### src/rtl/density_tone_map_rgb_defines.svh
// assertion helpers for the tone map block
`ifndef DENSITY_TONE_MAP_RGB_DEFINES_SVH
`define DENSITY_TONE_MAP_RGB_DEFINES_SVH

`ifndef SYNTHESIS
`define DTM_ASSERT_SAME(label, clk, rst_n, ante, cons) \
    label: assert property (@(posedge clk) disable iff (!rst_n) (ante) |-> (cons)) \
        else $error("same-cycle check failed");
`define DTM_ASSERT_NEXT(label, clk, rst_n, ante, cons) \
    label: assert property (@(posedge clk) disable iff (!rst_n) (ante) |=> (cons)) \
        else $error("next-cycle check failed");
`else
`define DTM_ASSERT_SAME(label, clk, rst_n, ante, cons)
`define DTM_ASSERT_NEXT(label, clk, rst_n, ante, cons)
`endif

`endif

### src/rtl/dtm_rgb_pkg.sv
package dtm_rgb_pkg;

    localparam logic CMD_SCAN = 1'b0;
    localparam logic CMD_MAP  = 1'b1;

    localparam int TANH_STEPS = 48;
    localparam int DIFF_W     = 13;
    localparam logic [16:0] T_ONE = 17'd65536;

    typedef enum logic [2:0] {
        ST_IDLE,
        ST_DIV,
        ST_TONE_A,
        ST_TONE_B,
        ST_FINISH
    } state_t;

    typedef enum logic [1:0] {
        CH_RED,
        CH_GREEN,
        CH_BLUE
    } chan_t;

    // tanh(k/8) in Q16
    function automatic logic [16:0] tanh_lut(input logic [5:0] k);
        logic [16:0] v;
        unique case (k)
            6'd0:  v = 17'd0;
            6'd1:  v = 17'd8150;
            6'd2:  v = 17'd16051;
            6'd3:  v = 17'd23485;
            6'd4:  v = 17'd30285;
            6'd5:  v = 17'd36346;
            6'd6:  v = 17'd41625;
            6'd7:  v = 17'd46131;
            6'd8:  v = 17'd49912;
            6'd9:  v = 17'd53038;
            6'd10: v = 17'd55593;
            6'd11: v = 17'd57660;
            6'd12: v = 17'd59320;
            6'd13: v = 17'd60643;
            6'd14: v = 17'd61694;
            6'd15: v = 17'd62524;
            6'd16: v = 17'd63179;
            6'd17: v = 17'd63693;
            6'd18: v = 17'd64096;
            6'd19: v = 17'd64412;
            6'd20: v = 17'd64659;
            6'd21: v = 17'd64852;
            6'd22: v = 17'd65003;
            6'd23: v = 17'd65120;
            6'd24: v = 17'd65212;
            6'd25: v = 17'd65283;
            6'd26: v = 17'd65339;
            6'd27: v = 17'd65383;
            6'd28: v = 17'd65417;
            6'd29: v = 17'd65443;
            6'd30: v = 17'd65464;
            6'd31: v = 17'd65480;
            6'd32: v = 17'd65492;
            6'd33: v = 17'd65502;
            6'd34: v = 17'd65509;
            6'd35: v = 17'd65515;
            6'd36: v = 17'd65520;
            6'd37: v = 17'd65523;
            6'd38: v = 17'd65526;
            6'd39: v = 17'd65528;
            6'd40: v = 17'd65530;
            6'd41: v = 17'd65531;
            6'd42: v = 17'd65532;
            6'd43: v = 17'd65533;
            6'd44: v = 17'd65534;
            6'd45: v = 17'd65534;
            6'd46: v = 17'd65535;
            6'd47: v = 17'd65535;
            default: v = T_ONE;
        endcase
        return v;
    endfunction

endpackage

### src/rtl/density_tone_map_rgb.sv
// scan items and map items with a zero divisor go straight to the finish state, from which the
// result is registered into the output; map items run the radix-2 divider loop and then 3 passes
// of the tanh unit, one per colour channel; no new item is taken until the last one is loaded out
// saturated ratios skip the divider
// rst_n is asynchronous active low: clears running maximum, normalizer, sequencer and out valid
`include "density_tone_map_rgb_defines.svh"

module density_tone_map_rgb
    import dtm_rgb_pkg::*;
#(
    parameter int COUNT_WIDTH     = 32,
    parameter int RATIO_FRAC_BITS = 12
) (
    input  logic        clk,
    input  logic        rst_n,
    input  logic        cfg_valid,
    output logic        cfg_ready,
    input  logic [31:0] normalizer,
    input  logic        in_valid,
    output logic        in_stall,
    input  logic        cmd,
    input  logic [31:0] bin_value,
    input  logic        first_of_frame,
    output logic        out_valid,
    input  logic        out_stall,
    output logic [7:0]  red,
    output logic [7:0]  green,
    output logic [7:0]  blue,
    output logic [31:0] frame_max,
    output logic        zero_divisor
);

    localparam int CNT_W = (COUNT_WIDTH < 32) ? COUNT_WIDTH : 32;
    localparam int F     = RATIO_FRAC_BITS;
    localparam int QW    = F + 4;
    localparam int XW    = F + 8;
    localparam int SS    = F - 3;
    localparam int IDXW  = XW - SS;
    localparam int NBITS = F + 3;
    localparam int BCW   = $clog2(NBITS);
    localparam int C33   = ((33 << F) + 50) / 100;
    localparam int C66   = ((66 << F) + 50) / 100;
    localparam logic [QW-1:0] SAT_Q = QW'(8) << F;

    state_t state_reg, state_next;
    chan_t  ch_reg, ch_next;

    logic [31:0]       normalizer_reg;
    logic [CNT_W-1:0]  running_max_reg;
    logic [CNT_W-1:0]  div_reg;
    logic [CNT_W-1:0]  rem_reg;
    logic [2:0]        dvd_reg;
    logic [QW-1:0]     q_reg;
    logic [BCW-1:0]    bit_cnt_reg;

    logic [16:0]       lo_reg;
    logic [DIFF_W-1:0] diff_reg;
    logic [SS-1:0]     frac_reg;
    logic              neg_reg;
    logic              full_reg;

    logic [7:0]        red_res_reg, green_res_reg, blue_res_reg;
    logic              zdiv_res_reg;

    logic              out_valid_reg;
    logic [7:0]        red_reg, green_reg, blue_reg;
    logic [31:0]       frame_max_reg;
    logic              zero_divisor_reg;

    logic              in_accept;
    logic              out_load;
    logic [CNT_W-1:0]  count;
    logic [CNT_W-1:0]  d_sel;
    logic [CNT_W-1:0]  count_hi;
    logic              d_zero;
    logic              sat;

    assign count    = bin_value[CNT_W-1:0];
    assign d_sel    = (|normalizer_reg) ? normalizer_reg[CNT_W-1:0] : running_max_reg;
    assign count_hi = count >> 3;
    assign d_zero   = ~|d_sel;
    // floor(n/8) >= d exactly when n >= 8d
    assign sat      = count_hi >= d_sel;
    assign in_accept = in_valid && !in_stall;

    // ---------------- sequencer ----------------
    always_comb
    begin
        state_next = state_reg;
        unique case (state_reg)
            ST_IDLE:
            begin
                if (in_valid)
                begin
                    if (cmd == CMD_MAP && !d_zero)
                        state_next = sat ? ST_TONE_A : ST_DIV;
                    else
                        state_next = ST_FINISH;
                end
            end
            ST_DIV:
            begin
                if (bit_cnt_reg == BCW'(NBITS - 1))
                    state_next = ST_TONE_A;
            end
            ST_TONE_A:
                state_next = ST_TONE_B;
            ST_TONE_B:
            begin
                if (ch_reg == CH_BLUE)
                    state_next = ST_FINISH;
                else
                    state_next = ST_TONE_A;
            end
            ST_FINISH:
            begin
                if (!out_valid_reg || !out_stall)
                    state_next = ST_IDLE;
            end
            default:
                state_next = ST_IDLE;
        endcase
    end

    always_comb
    begin
        in_stall = 1'b1;
        out_load = 1'b0;
        unique case (state_reg)
            ST_IDLE:   in_stall = 1'b0;
            ST_FINISH: out_load = !out_valid_reg || !out_stall;
            default:   in_stall = 1'b1;
        endcase
    end

    always_comb
    begin
        unique case (ch_reg)
            CH_RED:   ch_next = CH_GREEN;
            CH_GREEN: ch_next = CH_BLUE;
            default:  ch_next = CH_RED;
        endcase
    end

    // ---------------- divider step ----------------
    logic [CNT_W:0]   rem_sh;
    logic [CNT_W:0]   rem_sub;
    logic             q_bit;

    assign rem_sh  = {rem_reg, dvd_reg[2]};
    assign rem_sub = rem_sh - {1'b0, div_reg};
    assign q_bit   = rem_sh >= {1'b0, div_reg};

    // ---------------- tanh unit, first half ----------------
    logic signed [XW-1:0] q_s, y_g, y_b, x;
    logic        [XW-1:0] x_abs;
    logic        [IDXW-1:0] idx;
    logic        [16:0]   t_lo, t_hi;
    logic                 x_neg;

    assign q_s = signed'(XW'(q_reg));
    assign y_g = q_s - XW'(C33);
    assign y_b = q_s - XW'(C66);

    always_comb
    begin
        unique case (ch_reg)
            CH_RED:   x = q_s <<< 2;
            CH_GREEN: x = y_g <<< 2;
            default:  x = (y_b <<< 2) + (y_b <<< 1);
        endcase
    end

    assign x_neg = x[XW-1];
    assign x_abs = x_neg ? XW'(-x) : XW'(x);
    assign idx   = IDXW'(x_abs >> SS);
    assign t_lo  = tanh_lut(idx[5:0]);
    assign t_hi  = tanh_lut(idx[5:0] + 6'd1);

    // ---------------- tanh unit, second half ----------------
    logic [DIFF_W+SS-1:0] prod;
    logic [16:0]          t_val;
    logic [17:0]          v_half;
    logic [24:0]          sc_red;
    logic [25:0]          sc_half;
    logic [7:0]           byte_val;

    assign prod    = (DIFF_W + SS)'(diff_reg) * (DIFF_W + SS)'(frac_reg);
    assign t_val   = full_reg ? T_ONE : lo_reg + 17'(prod >> SS);
    assign v_half  = neg_reg ? (18'(T_ONE) - 18'(t_val)) : (18'(T_ONE) + 18'(t_val));
    // 255*t as a shift and subtract
    assign sc_red  = {t_val, 8'b0} - {8'b0, t_val};
    assign sc_half = {v_half, 8'b0} - {8'b0, v_half};
    assign byte_val = (ch_reg == CH_RED) ? sc_red[23:16] : sc_half[24:17];

    // ---------------- registers ----------------
    always_ff @(posedge clk or negedge rst_n)
    begin
        if (!rst_n)
        begin
            state_reg       <= ST_IDLE;
            ch_reg          <= CH_RED;
            bit_cnt_reg     <= '0;
            normalizer_reg  <= '0;
            running_max_reg <= '0;
            out_valid_reg   <= 1'b0;
        end
        else
        begin
            state_reg <= state_next;
            if (cfg_valid && cfg_ready)
                normalizer_reg <= normalizer;
            if (in_accept && cmd == CMD_SCAN && (first_of_frame || count > running_max_reg))
                running_max_reg <= count;
            if (in_accept)
                ch_reg <= CH_RED;
            else if (state_reg == ST_TONE_B)
                ch_reg <= ch_next;
            if (in_accept)
                bit_cnt_reg <= '0;
            else if (state_reg == ST_DIV)
                bit_cnt_reg <= bit_cnt_reg + BCW'(1);
            if (out_load)
                out_valid_reg <= 1'b1;
            else if (!out_stall)
                out_valid_reg <= 1'b0;
        end
    end

    always_ff @(posedge clk)
    begin
        if (in_accept)
        begin
            div_reg       <= d_sel;
            rem_reg       <= count_hi;
            dvd_reg       <= count[2:0];
            q_reg         <= sat ? SAT_Q : '0;
            red_res_reg   <= '0;
            green_res_reg <= '0;
            blue_res_reg  <= '0;
            zdiv_res_reg  <= (cmd == CMD_MAP) && d_zero;
        end
        else if (state_reg == ST_DIV)
        begin
            rem_reg <= q_bit ? rem_sub[CNT_W-1:0] : rem_sh[CNT_W-1:0];
            dvd_reg <= {dvd_reg[1:0], 1'b0};
            q_reg   <= {q_reg[QW-2:0], q_bit};
        end

        if (state_reg == ST_TONE_A)
        begin
            lo_reg   <= t_lo;
            diff_reg <= DIFF_W'(t_hi - t_lo);
            frac_reg <= x_abs[SS-1:0];
            neg_reg  <= x_neg;
            full_reg <= idx >= IDXW'(TANH_STEPS);
        end

        if (state_reg == ST_TONE_B)
        begin
            unique case (ch_reg)
                CH_RED:   red_res_reg   <= byte_val;
                CH_GREEN: green_res_reg <= byte_val;
                default:  blue_res_reg  <= byte_val;
            endcase
        end

        if (out_load)
        begin
            red_reg          <= red_res_reg;
            green_reg        <= green_res_reg;
            blue_reg         <= blue_res_reg;
            frame_max_reg    <= 32'(running_max_reg);
            zero_divisor_reg <= zdiv_res_reg;
        end
    end

    assign cfg_ready    = 1'b1;
    assign out_valid    = out_valid_reg;
    assign red          = red_reg;
    assign green        = green_reg;
    assign blue         = blue_reg;
    assign frame_max    = frame_max_reg;
    assign zero_divisor = zero_divisor_reg;

    // ---------------- checks ----------------
    `DTM_ASSERT_SAME(a_zdiv_black, clk, rst_n, out_valid && zero_divisor, red == 8'd0 && green == 8'd0 && blue == 8'd0)
    `DTM_ASSERT_SAME(a_ratio_bounded, clk, rst_n, state_reg == ST_TONE_A, q_reg <= SAT_Q)
    `DTM_ASSERT_NEXT(a_div_exit, clk, rst_n, state_reg == ST_DIV, state_reg == ST_DIV || state_reg == ST_TONE_A)
    `DTM_ASSERT_NEXT(a_frame_restart, clk, rst_n, in_accept && cmd == CMD_SCAN && first_of_frame, running_max_reg == $past(count))

endmodule
### config.mk
export PLATFORM = sky130hd
export DESIGN_NAME = density_tone_map_rgb
export DESIGN_NICKNAME = d
export VERILOG_FILES = /design/src/rtl/dtm_rgb_pkg.sv /design/src/rtl/density_tone_map_rgb.sv
export VERILOG_INCLUDE_DIRS = /design/src /design/src/rtl
export SDC_FILE = /design/constraint.sdc
export NUM_CORES = 1
export LEC_CHECK = 0
export BUFFER_PORTS_ARGS = -buffer_cell sky130_fd_sc_hd__buf_2
export CORE_MARGIN = 2
export CORE_UTILIZATION = 29
export CTS_BUF_LIST = sky130_fd_sc_hd__clkbuf_2 sky130_fd_sc_hd__clkbuf_4 sky130_fd_sc_hd__clkbuf_8
export DETAILED_ROUTE_END_ITERATION = 10
export PLACE_DENSITY = 0.49
export SETUP_SLACK_MARGIN = 0.4
export SLEW_MARGIN = 20
export SYNTH_ARGS = -nofsm -noshare
export SYNTH_HDL_FRONTEND = slang
export SYNTH_SLANG_ARGS = --single-unit
### constraint.sdc
create_clock -name clk -period 25.5 [get_ports clk]
set_clock_uncertainty 0.05 [all_clocks]
set_input_delay 1.275 -clock clk [delete_from_list [all_inputs] [get_ports clk]]
set_output_delay 1.275 -clock clk [all_outputs]
set_load 0.02 [all_outputs]
==> results of run 1 <==
cell usage in the layout, fill, tap and decap left out, types with 14 or more instances in the layout:
cell	synthesis	layout
edfxtp_1	178	178
nand4_1	24	24
nand3_1	60	60
nor3_1	43	43
clkbuf_8	0	59
nand2b_1	27	27
and3_1	20	20
buf_4	6	18
o21a_1	26	26
and2_1	103	102
nor2b_1	27	27
a211oi_1	20	20
o21ai_0	128	128
o211ai_1	21	21
mux2_2	72	72
clkbuf_4	0	23
o31ai_1	18	18
ha_1	219	219
nor2_1	195	195
a21o_1	70	70
nor4_1	21	21
xnor2_1	79	76
o22ai_1	14	14
nand2_1	164	163
buf_2	16	128
dfrtp_1	74	74
dfxtp_1	27	27
fa_1	69	69
mux2i_1	25	25
a31oi_1	25	25
xor2_1	41	39
a21oi_1	199	198
inv_1	242	241
cell type report:
type	instances	area, um2
clock inverter	16	179
fill	8312	54100
clock buffer	82	985
tap	1060	1330
timing repair buffer	147	787
multi-input combinational	1920	14500
antenna	2	5.00
sequential	279	7740
inverter	247	930
cell families after synthesis:
group / after synthesis / share of synthesized area (%)
AO/OA/AOI/OAI: 661 / 18.4
XOR/XNOR: 125 / 4.85
adder cells (fa/ha/maj): 289 / 17.5
buffers and inverters: 360 / 5.94
flip-flops: 279 / 32.8
multiplexers: 99 / 4.65
other: 1 / 0.0159
AND/OR/NAND/NOR: 745 / 15.8
through the flow:
step	worst slack (ns)	instance area, um2	instances	util [%]	hold WS, ns
after floorplan	16.95	23600	2559	-	0.350
after global placement	16.08	25300	3653	31.4	0.369
after detailed placement	15.94	25300	3653	31.4	0.371
after CTS	15.86	26400	3751	32.8	0.385
after global routing	15.12	26500	3753	32.8	0.393
final	15.84	26500	3753	32.8	0.381
layer usage:
layer  vias to the layer above  share of wire [%]  GRT usage [%]
li1                       9321                  -              -
met1                      9467                 45           21.5
met2                       426                 49           28.0
met3                       104                4.1           2.24
met4                         0                2.2           4.43
met5                         -                  0              0
worst max path at each step:
stage / start / cells after the start / to
after global placement: frac_reg[8]$_DFFE_PN_ / 34 / green_res_reg[6]$_DFF_P_
after detailed placement: frac_reg[8]$_DFFE_PN_ / 34 / green_res_reg[4]$_DFF_P_
after CTS: frac_reg[8]$_DFFE_PN_ / 34 / green_res_reg[4]$_DFF_P_
after floorplan: frac_reg[8]$_DFFE_PN_ / 31 / blue_res_reg[6]$_DFF_P_
after global routing: frac_reg[5]$_DFFE_PN_ / 36 / blue_res_reg[6]$_DFF_P_
final: frac_reg[8]$_DFFE_PN_ / 34 / green_res_reg[4]$_DFF_P_
worst reg2reg max path, delay by kind of cell (launching register included):
kind / cells / cell delay (ns)
buffers and inverters: 1 / 0.06
XOR/XNOR: 2 / 0.43
AO/OA/AOI/OAI: 15 / 3.31
adder cells (fa/ha/maj): 7 / 3.03
flip-flops: 1 / 0.62
multiplexers: 1 / 0.74
AND/OR/NAND/NOR: 8 / 1.27
==> results.py, run 1 <==
metrics = {
    "floorplan": {
        "die-area_um2": 83600,
        "initial_utilization_pct": 29.3,
        "pin_count": 131,
        "die_h_um": 289,
        "dieWidth_um": 289,
        "core_um2": 80500,
        "placementRows": 104,
    },
    "worst_setup_path": {
        "setup.worst_path.class": "register to register",
        "critPathBufInv": 1,
        "reg2reg_to": "green_res_reg[4]$_DFF_P_",
        "crit_path_end_kind": "register",
        "crit_arrival_ns": 10.11,
        "cp.required_ns": 25.95,
        "slowest_stage": "mux2i_1",
        "cpPeakStageDelay_ns": 0.74,
        "cp_max_fo": 13,
        "crit_path_start_kind": "register",
        "path_delay_family": "compound AO/OA/AOI/OAI gates",
        "crit-reg2reg-launch": "frac_reg[8]$_DFFE_PN_",
        "ff2ff_path_depth": 34,
        "r2r_slack_ns": 15.84,
    },
    "route": {
        "drtPass1Iterations": 8,
        "drc": 0,
        "routed_wl_mm": 68.2,
        "postRouteAntennaNets": 0,
        "drt_iter0_drc": 1156,
        "via_count": 19300,
        "viasPerCell": 5.15,
        "drt-wirelength-per-cell_um": 18.2,
    },
    "timing": {
        "fin_tns_setup_ns": 0,
        "finalSetupViolCount": 0,
        "fin_crit_sh_pct": 37.9,
        "tightest_slew_ns": 0.957,
        "worst_slew_margin_rel_pct": 36.2,
        "fmax_mhz": 104,
        "drv_slew": 0,
        "min_period_ns": 9.66,
        "rsz0062_at_grt": "no",
        "hold_viol": 0,
    },
    "clock_network": {
        "cts_sinks": 279,
        "cts_setup_buffers": 0,
        "cts_hold_buf": 0,
        "clockBufferDepth": 3,
        "post_cts_resized": 0,
        "cts_tree": "done",
        "cts_buffers": 52,
        "htreeDepth": 2,
        "clkLatencyLatePin_ns": 0.65,
        "clockRootBuffer": "clkbuf_8",
        "clk_pin_slew_worst_paths_ns": 0.07,
    },
    "yosys": {
        "async_reset_ff_share_pct": 26.5,
        "syn_area_per_cell_um2": 9.21,
        "syn_inst": 2559,
        "synth-main-ff-cell": "edfxtp_1",
        "synth_top_area_share_pct": 22.7,
        "yosysMostFrequentCell": "inv_1",
        "synth_area_um2": 23600,
        "syn_nets": 2918,
        "ys_seq_area_share_pct": 32.8,
        "yosysUniqueCellTypes": 101,
        "synth_seq_cells": 279,
        "ys_top_cells_by_area": "edfxtp_1 23%, ha_1 12%, dfrtp_1 7.9%",
        "synth_enable_flop_cells": 178,
        "synth_commonest_cells": "242 x inv_1, 219 x ha_1, 199 x a21oi_1, 195 x nor2_1, 178 x edfxtp_1",
        "yosys_warnings": 0,
        "yosysTopAreaCell": "edfxtp_1",
    },
    "place": {
        "io_buffers": 129,
        "gp_routability_congestion": 0.858,
        "hpwl_mm": 52.4,
    },
    "layout": {
        "synthToLayoutAreaGrowth_pct": 12.2,
        "drive_gt1_share_pct": 13.7,
        "fin_nets": 3006,
    },
    "grt": {
        "grt_pass1_wl_mm": 109,
        "grt_pass1_vias": 19400,
        "antenna_found_initial": 2,
        "overflow": 0,
        "grt_util_all_layers_pct": 16.3,
        "grt_max_degree": 84,
    },
    "worst_hold_path": {
        "whs_endpoint": "zero_divisor$_DFFE_PP_",
        "min-delay-start": "zdiv_res_reg$_DFFE_PP_",
        "hp-class": "register to register",
        "hold_path_depth": 0,
    },
    "job": {
        "max_cap_violations": 0,
    },
    "status": {
        "outcome": "finished, final reports clean",
    },
}
Power of run 1 is left out: the tool's default activity adds up to more than one toggle a clock period on the data nets, which glitch-free logic cannot reach.
==> run 2: changes to the inputs <==
==> constraint.sdc (replaced) <==
create_clock -name clk -period 9.3 [get_ports clk]
set_clock_uncertainty 0.05 [all_clocks]
set_input_delay 0.465 -clock clk [delete_from_list [all_inputs] [get_ports clk]]
set_output_delay 0.465 -clock clk [all_outputs]
set_load 0.02 [all_outputs]
==> run 2 against run 1 <==
Compared with the run above: sequential share of layout area fell by 1.1 points; design area is 3.9% higher; count of clock-buffer cells in the layout down 7; wire length fell by 0.39%; critical path type unchanged; highest routed layer is now met5.
==> results.py, run 2 (synthesized netlist as in run 1, its figures left out) <==
metrics = {
    "worst_setup_path": {
        "crit-reg2reg-launch": "frac_reg[5]$_DFFE_PN_",
        "ff2ff_path_depth": 35,
        "cpPeakStageDelay_ns": 0.55,
        "crit_top_cell": "fa_1",
        "crit_arrival_ns": 8.96,
        "r2r_slack_ns": 0.79,
        "slowest_stage": "fa_1",
        "crit_path_start_kind": "register",
        "crit_path_end_kind": "register",
        "setup.worst_path.class": "register to register",
        "cp_max_fo": 10,
        "reg2reg_to": "green_res_reg[4]$_DFF_P_",
        "cp.required_ns": 9.75,
    },
    "clock_network": {
        "clkLatencyLatePin_ns": 0.65,
        "htreeDepth": 2,
        "cts_tree": "done",
        "clockRootBuffer": "clkbuf_8",
        "clk_pin_slew_worst_paths_ns": 0.06,
        "clockBufferDepth": 3,
        "cts_buffers": 52,
        "cts_sinks": 279,
    },
    "timing": {
        "drv_slew": 0,
        "min_period_ns": 8.51,
        "rsz0062_at_grt": "yes",
        "hold_viol": 0,
        "finalSetupViolCount": 0,
        "tightest_slew_ns": 1.00,
        "fin_tns_setup_ns": 0,
        "fmax_mhz": 118,
        "worst_slew_margin_rel_pct": 33.0,
        "fin_crit_sh_pct": 91.5,
    },
    "grt": {
        "grt_util_all_layers_pct": 16.2,
        "grt_pass1_wl_mm": 108,
        "antenna_found_initial": 3,
        "grt_pass1_vias": 19500,
        "grt_max_degree": 63,
        "overflow": 0,
    },
    "layout": {
        "fill_cells": 8293,
        "mostFrequentLayoutCells": "241 x inv_1, 217 x ha_1, 194 x a21oi_1",
        "layout.cells.non_filler": 3841,
        "fin_nets": 3095,
        "synthToLayoutAreaGrowth_pct": 16.6,
        "fin_area_um2": 27500,
        "drive_gt1_share_pct": 16.5,
        "fin_util_pct": 34.1,
        "mostFrequentLayoutCell": "inv_1",
    },
    "route": {
        "wl_met3_mm": 2.81,
        "via_count": 19500,
        "dr_wl_met2_mm": 32.5,
        "routed_wl_mm": 67.9,
        "routed.top_layer": "met5",
        "drtPass1Iterations": 5,
        "drt-wirelength-per-cell_um": 17.7,
        "wl_met1_mm": 30.9,
        "drc": 0,
        "viasPerCell": 5.07,
        "drt_iter0_drc": 1264,
        "postRouteAntennaNets": 0,
    },
    "floorplan": {
        "initial_utilization_pct": 29.3,
        "pin_count": 131,
        "die_h_um": 289,
        "dieWidth_um": 289,
        "core_um2": 80500,
        "placementRows": 104,
        "die-area_um2": 83600,
    },
    "worst_hold_path": {
        "hold_path_depth": 2,
        "whs_endpoint": "running_max_reg[2]$_DFFE_PN0P_",
        "hp-class": "primary input to register",
        "min-delay-start": "bin_value[2]",
    },
    "place": {
        "placed_cells": 3681,
        "io_buffers": 129,
        "gp_routability_congestion": 0.856,
        "hpwl_mm": 52.3,
        "dpl_cell_area_um2": 25500,
    },
    "job": {
        "max_cap_violations": 0,
    },
    "status": {
        "outcome": "finished, final reports clean",
    },
}
## run 2: cell types whose count changed in the layout (fill, tap and decap cells not counted), sizes merged
cell         previous run  this run
buf                   147       202
bufinv                  3         5
clkbuf                 82        75
clkinv                 12        15
diode                   2         3
dlygate4sd3             0        34
## run 2: worst max-delay path by stage
stage / startpoint / to / slack (ns) / depth (start not counted)
6_report: frac_reg[5]$_DFFE_PN_ / green_res_reg[4]$_DFF_P_ / 0.79 / 35
5_1_grt: frac_reg[5]$_DFFE_PN_ / green_res_reg[6]$_DFF_P_ / 0.31 / 34
4_1_cts: q_reg[0]$_SDFFCE_PP0P_ / diff_reg[12]$_DFFE_PN_ / 0.41 / 33
3_5_place_dp: frac_reg[7]$_DFFE_PN_ / green_res_reg[6]$_DFF_P_ / 0.08 / 33
3_3_place_gp: frac_reg[4]$_DFFE_PN_ / green_res_reg[6]$_DFF_P_ / 0.07 / 35
2_1_floorplan: frac_reg[8]$_DFFE_PN_ / blue_res_reg[6]$_DFF_P_ / 0.75 / 31
## run 2: critical path, delay by kind of cell, from the launching register on
kind,cells,cell delay (ns)
buf+inv,5,0.66
fa+ha+maj,7,3.10
mux,1,0.33
xor+xnor,1,0.18
flops,1,0.42
simple gates,6,0.87
compound gates,15,2.75
## run 2: per-layer routing
metal / vias to the layer above / global-route usage, %
met5: - / 0
met4: 4 / 4.79
met3: 100 / 2.46
met2: 368 / 27.3
met1: 9482 / 21.3
li1: 9518 / -
## run 2: cell type report
| cell class | count | area, um2 | area share (%) |
|---|---|---|---|
| clock inverter | 21 | 248 | 0.901 |
| tap | 1060 | 1330 | 4.83 |
| antenna | 3 | 7.51 | 0.0273 |
| timing repair buffer | 236 | 1550 | 5.65 |
| multi-input combinational | 1920 | 14800 | 53.7 |
| sequential | 279 | 7740 | 28.2 |
| clock buffer | 75 | 926 | 3.37 |
| inverter | 247 | 927 | 3.37 |
## run 2: through the flow
stage               setup WS, ns  hold slack (ns)
finish                     0.791           0.0816
global route               0.314           0.0471
CTS                        0.415           0.0292
detailed placement        0.0838            0.274
global placement          0.0748            0.271
floorplan                  0.751            0.119
## run 2: what timing repair did
item,CTS,global route
endpoints found under the setup margin,16,24
hold buffers,34,0
hold endpoints to repair,45,0
pin swaps,0,15
resized for setup,8,46
setup buffers,7,20
Power of run 2 is left out for the same reason.
==> run 3: changes to the inputs <==
--- a/config.mk
+++ b/config.mk
@@ -6,13 +6,14 @@
 export SDC_FILE = /design/constraint.sdc
 export NUM_CORES = 1
 export LEC_CHECK = 0
-export BUFFER_PORTS_ARGS = -buffer_cell sky130_fd_sc_hd__buf_2
 export CORE_MARGIN = 2
 export CORE_UTILIZATION = 29
 export CTS_BUF_LIST = sky130_fd_sc_hd__clkbuf_2 sky130_fd_sc_hd__clkbuf_4 sky130_fd_sc_hd__clkbuf_8
 export DETAILED_ROUTE_END_ITERATION = 10
-export PLACE_DENSITY = 0.49
+export DONT_BUFFER_PORTS = 1
+export PLACE_DENSITY = 0.48
 export SETUP_SLACK_MARGIN = 0.4
+export SKIP_LAST_GASP = 1
 export SLEW_MARGIN = 20
 export SYNTH_ARGS = -nofsm -noshare
 export SYNTH_HDL_FRONTEND = slang
==> run 3 against run 2 <==
Compared with the run above: utilization grew 0.065 points; global-route usage rose by 0.21 points; critical path type unchanged; die area unchanged; largest cell class unchanged; critical path depth grew 2.
==> results.py, run 3 (synthesized netlist as in run 1, its figures left out) <==
metrics = {
    "status": {
        "outcome": "finished, final reports clean",
    },
    "clock_network": {
        "htreeDepth": 2,
        "cts_sinks": 279,
        "cts_tree": "done",
        "clockBufferDepth": 3,
        "cts_buffers": 52,
        "clk_pin_slew_worst_paths_ns": 0.06,
        "clockRootBuffer": "clkbuf_8",
        "clkLatencyLatePin_ns": 0.66,
    },
    "route": {
        "drtPass1Iterations": 5,
        "drt-wirelength-per-cell_um": 18.3,
        "viasPerCell": 5.15,
        "drt_iter0_drc": 1164,
        "drc": 0,
        "via_count": 19500,
        "postRouteAntennaNets": 0,
        "routed_wl_mm": 69.1,
    },
    "layout": {
        "mostFrequentLayoutCells": "241 x inv_1, 213 x ha_1, 193 x nor2_1",
        "fin_area_um2": 27500,
        "synthToLayoutAreaGrowth_pct": 16.8,
        "mostFrequentLayoutCell": "inv_1",
        "drive_gt1_share_pct": 12.4,
        "fin_nets": 3037,
        "layout.cells.non_filler": 3785,
        "fill_cells": 8211,
    },
    "worst_setup_path": {
        "crit_path_end_kind": "register",
        "cp_max_fo": 8,
        "ff2ff_path_depth": 37,
        "crit_arrival_ns": 9.01,
        "cp.required_ns": 9.76,
        "cpPeakStageDelay_ns": 0.53,
        "slowest_stage": "fa_1",
        "setup.worst_path.class": "register to register",
        "crit_path_start_kind": "register",
    },
    "floorplan": {
        "die-area_um2": 83600,
        "initial_utilization_pct": 29.3,
        "die_h_um": 289,
        "pin_count": 131,
        "core_um2": 80500,
        "dieWidth_um": 289,
        "placementRows": 104,
    },
    "place": {
        "hpwl_mm": 51.9,
        "dp_slack_ns": 0.0968,
        "dpl_cell_area_um2": 24900,
        "io_buffers": 0,
        "gp_routability_congestion": 0.850,
        "placed_cells": 3555,
    },
    "timing": {
        "finalSetupViolCount": 0,
        "layout_setup_ws_ns": 0.751,
        "fin_crit_sh_pct": 91.9,
        "worst_slew_margin_rel_pct": 34.4,
        "hold_viol": 0,
        "rsz0062_at_grt": "yes",
        "fin_tns_setup_ns": 0,
        "min_period_ns": 8.55,
        "fmax_mhz": 117,
        "drv_slew": 0,
        "tightest_slew_ns": 0.984,
    },
    "worst_hold_path": {
        "hold_path_depth": 2,
        "hp-class": "primary input to register",
    },
    "grt": {
        "overflow": 0,
        "grt_max_degree": 75,
        "grt_util_all_layers_pct": 16.4,
        "grt_pass1_wl_mm": 109,
        "grt_pass1_vias": 19400,
        "antenna_found_initial": 2,
    },
    "job": {
        "max_cap_violations": 0,
    },
}
run 3: cell types whose count changed in the layout (fill, tap and decap cells not counted), sizes merged:
cell / previous run / this run
buf: 202 / 78
dlygate4sd3: 34 / 100
clkbuf: 75 / 80
bufinv: 5 / 1
clkinvlp: 2 / 3
run 3: final cells by class:
class | instances | area, um2 | area share [%]
multi-input combinational | 1920 | 14800 | 53.7
tap | 1060 | 1330 | 4.82
antenna | 3 | 7.51 | 0.0273
inverter | 247 | 927 | 3.37
clock inverter | 18 | 138 | 0.500
clock buffer | 80 | 995 | 3.61
sequential | 279 | 7740 | 28.1
timing repair buffer | 178 | 1610 | 5.85
run 3: timing repair:
item	4_1_cts	5_1_grt
hold buffers	101	0
pin swaps	0	13
endpoints found under the setup margin	16	25
resized for setup	7	50
endpoints found under the hold margin	172	0
buffers inserted	14	14
run 3: routing by layer:
| layer | part of all wire [%] | track usage (%) | vias to the layer above |
|---|---|---|---|
| li1 | - | - | 9401 |
| met1 | 46 | 21.7 | 9562 |
| met2 | 48 | 28.2 | 431 |
| met3 | 4.6 | 2.38 | 82 |
| met4 | 1.8 | 3.58 | 0 |
| met5 | 0 | 0 | - |
run 3: worst paths after layout:
kind | from | end | slack, ns
setup / recovery | frac_reg[6]$_DFFE_PN_ | blue_res_reg[6]$_DFF_P_ | 0.75
hold / removal | cmd | state_reg[1]$_DFFE_PN0P_ | 0.08
setup reg to reg | frac_reg[6]$_DFFE_PN_ | blue_res_reg[6]$_DFF_P_ | 0.75
hold reg to reg | red_res_reg[1]$_DFF_P_ | red[1]$_DFFE_PP_ | 0.38
max in group asynchronous | rst_n | out_valid$_DFFE_PN0P_ | 8.49
min in group asynchronous | rst_n | running_max_reg[4]$_DFFE_PN0P_ | 0.32
run 3: through the flow:
| step | hold WS [ns] | util [%] |
|---|---|---|
| after global placement | 0.121 | 30.9 |
| after global routing | 0.0653 | 34.2 |
| after detailed placement | 0.121 | 30.9 |
| after CTS | 0.0188 | 33.7 |
| final | 0.0845 | 34.2 |
| after floorplan | 0.119 | - |
run 3: worst max-delay path: cells and delay by family (launching register included):
kind	cells	cell delay (ns)
xor gates and xnor gates	3	0.52
buffers and inverters	9	0.99
DFF	1	0.46
adders and majority gates	8	3.41
AOI/OAI and AO/OA	11	2.09
and+or+nand+nor	5	0.57
muxes	1	0.34
Power of run 3 is left out for the same reason.
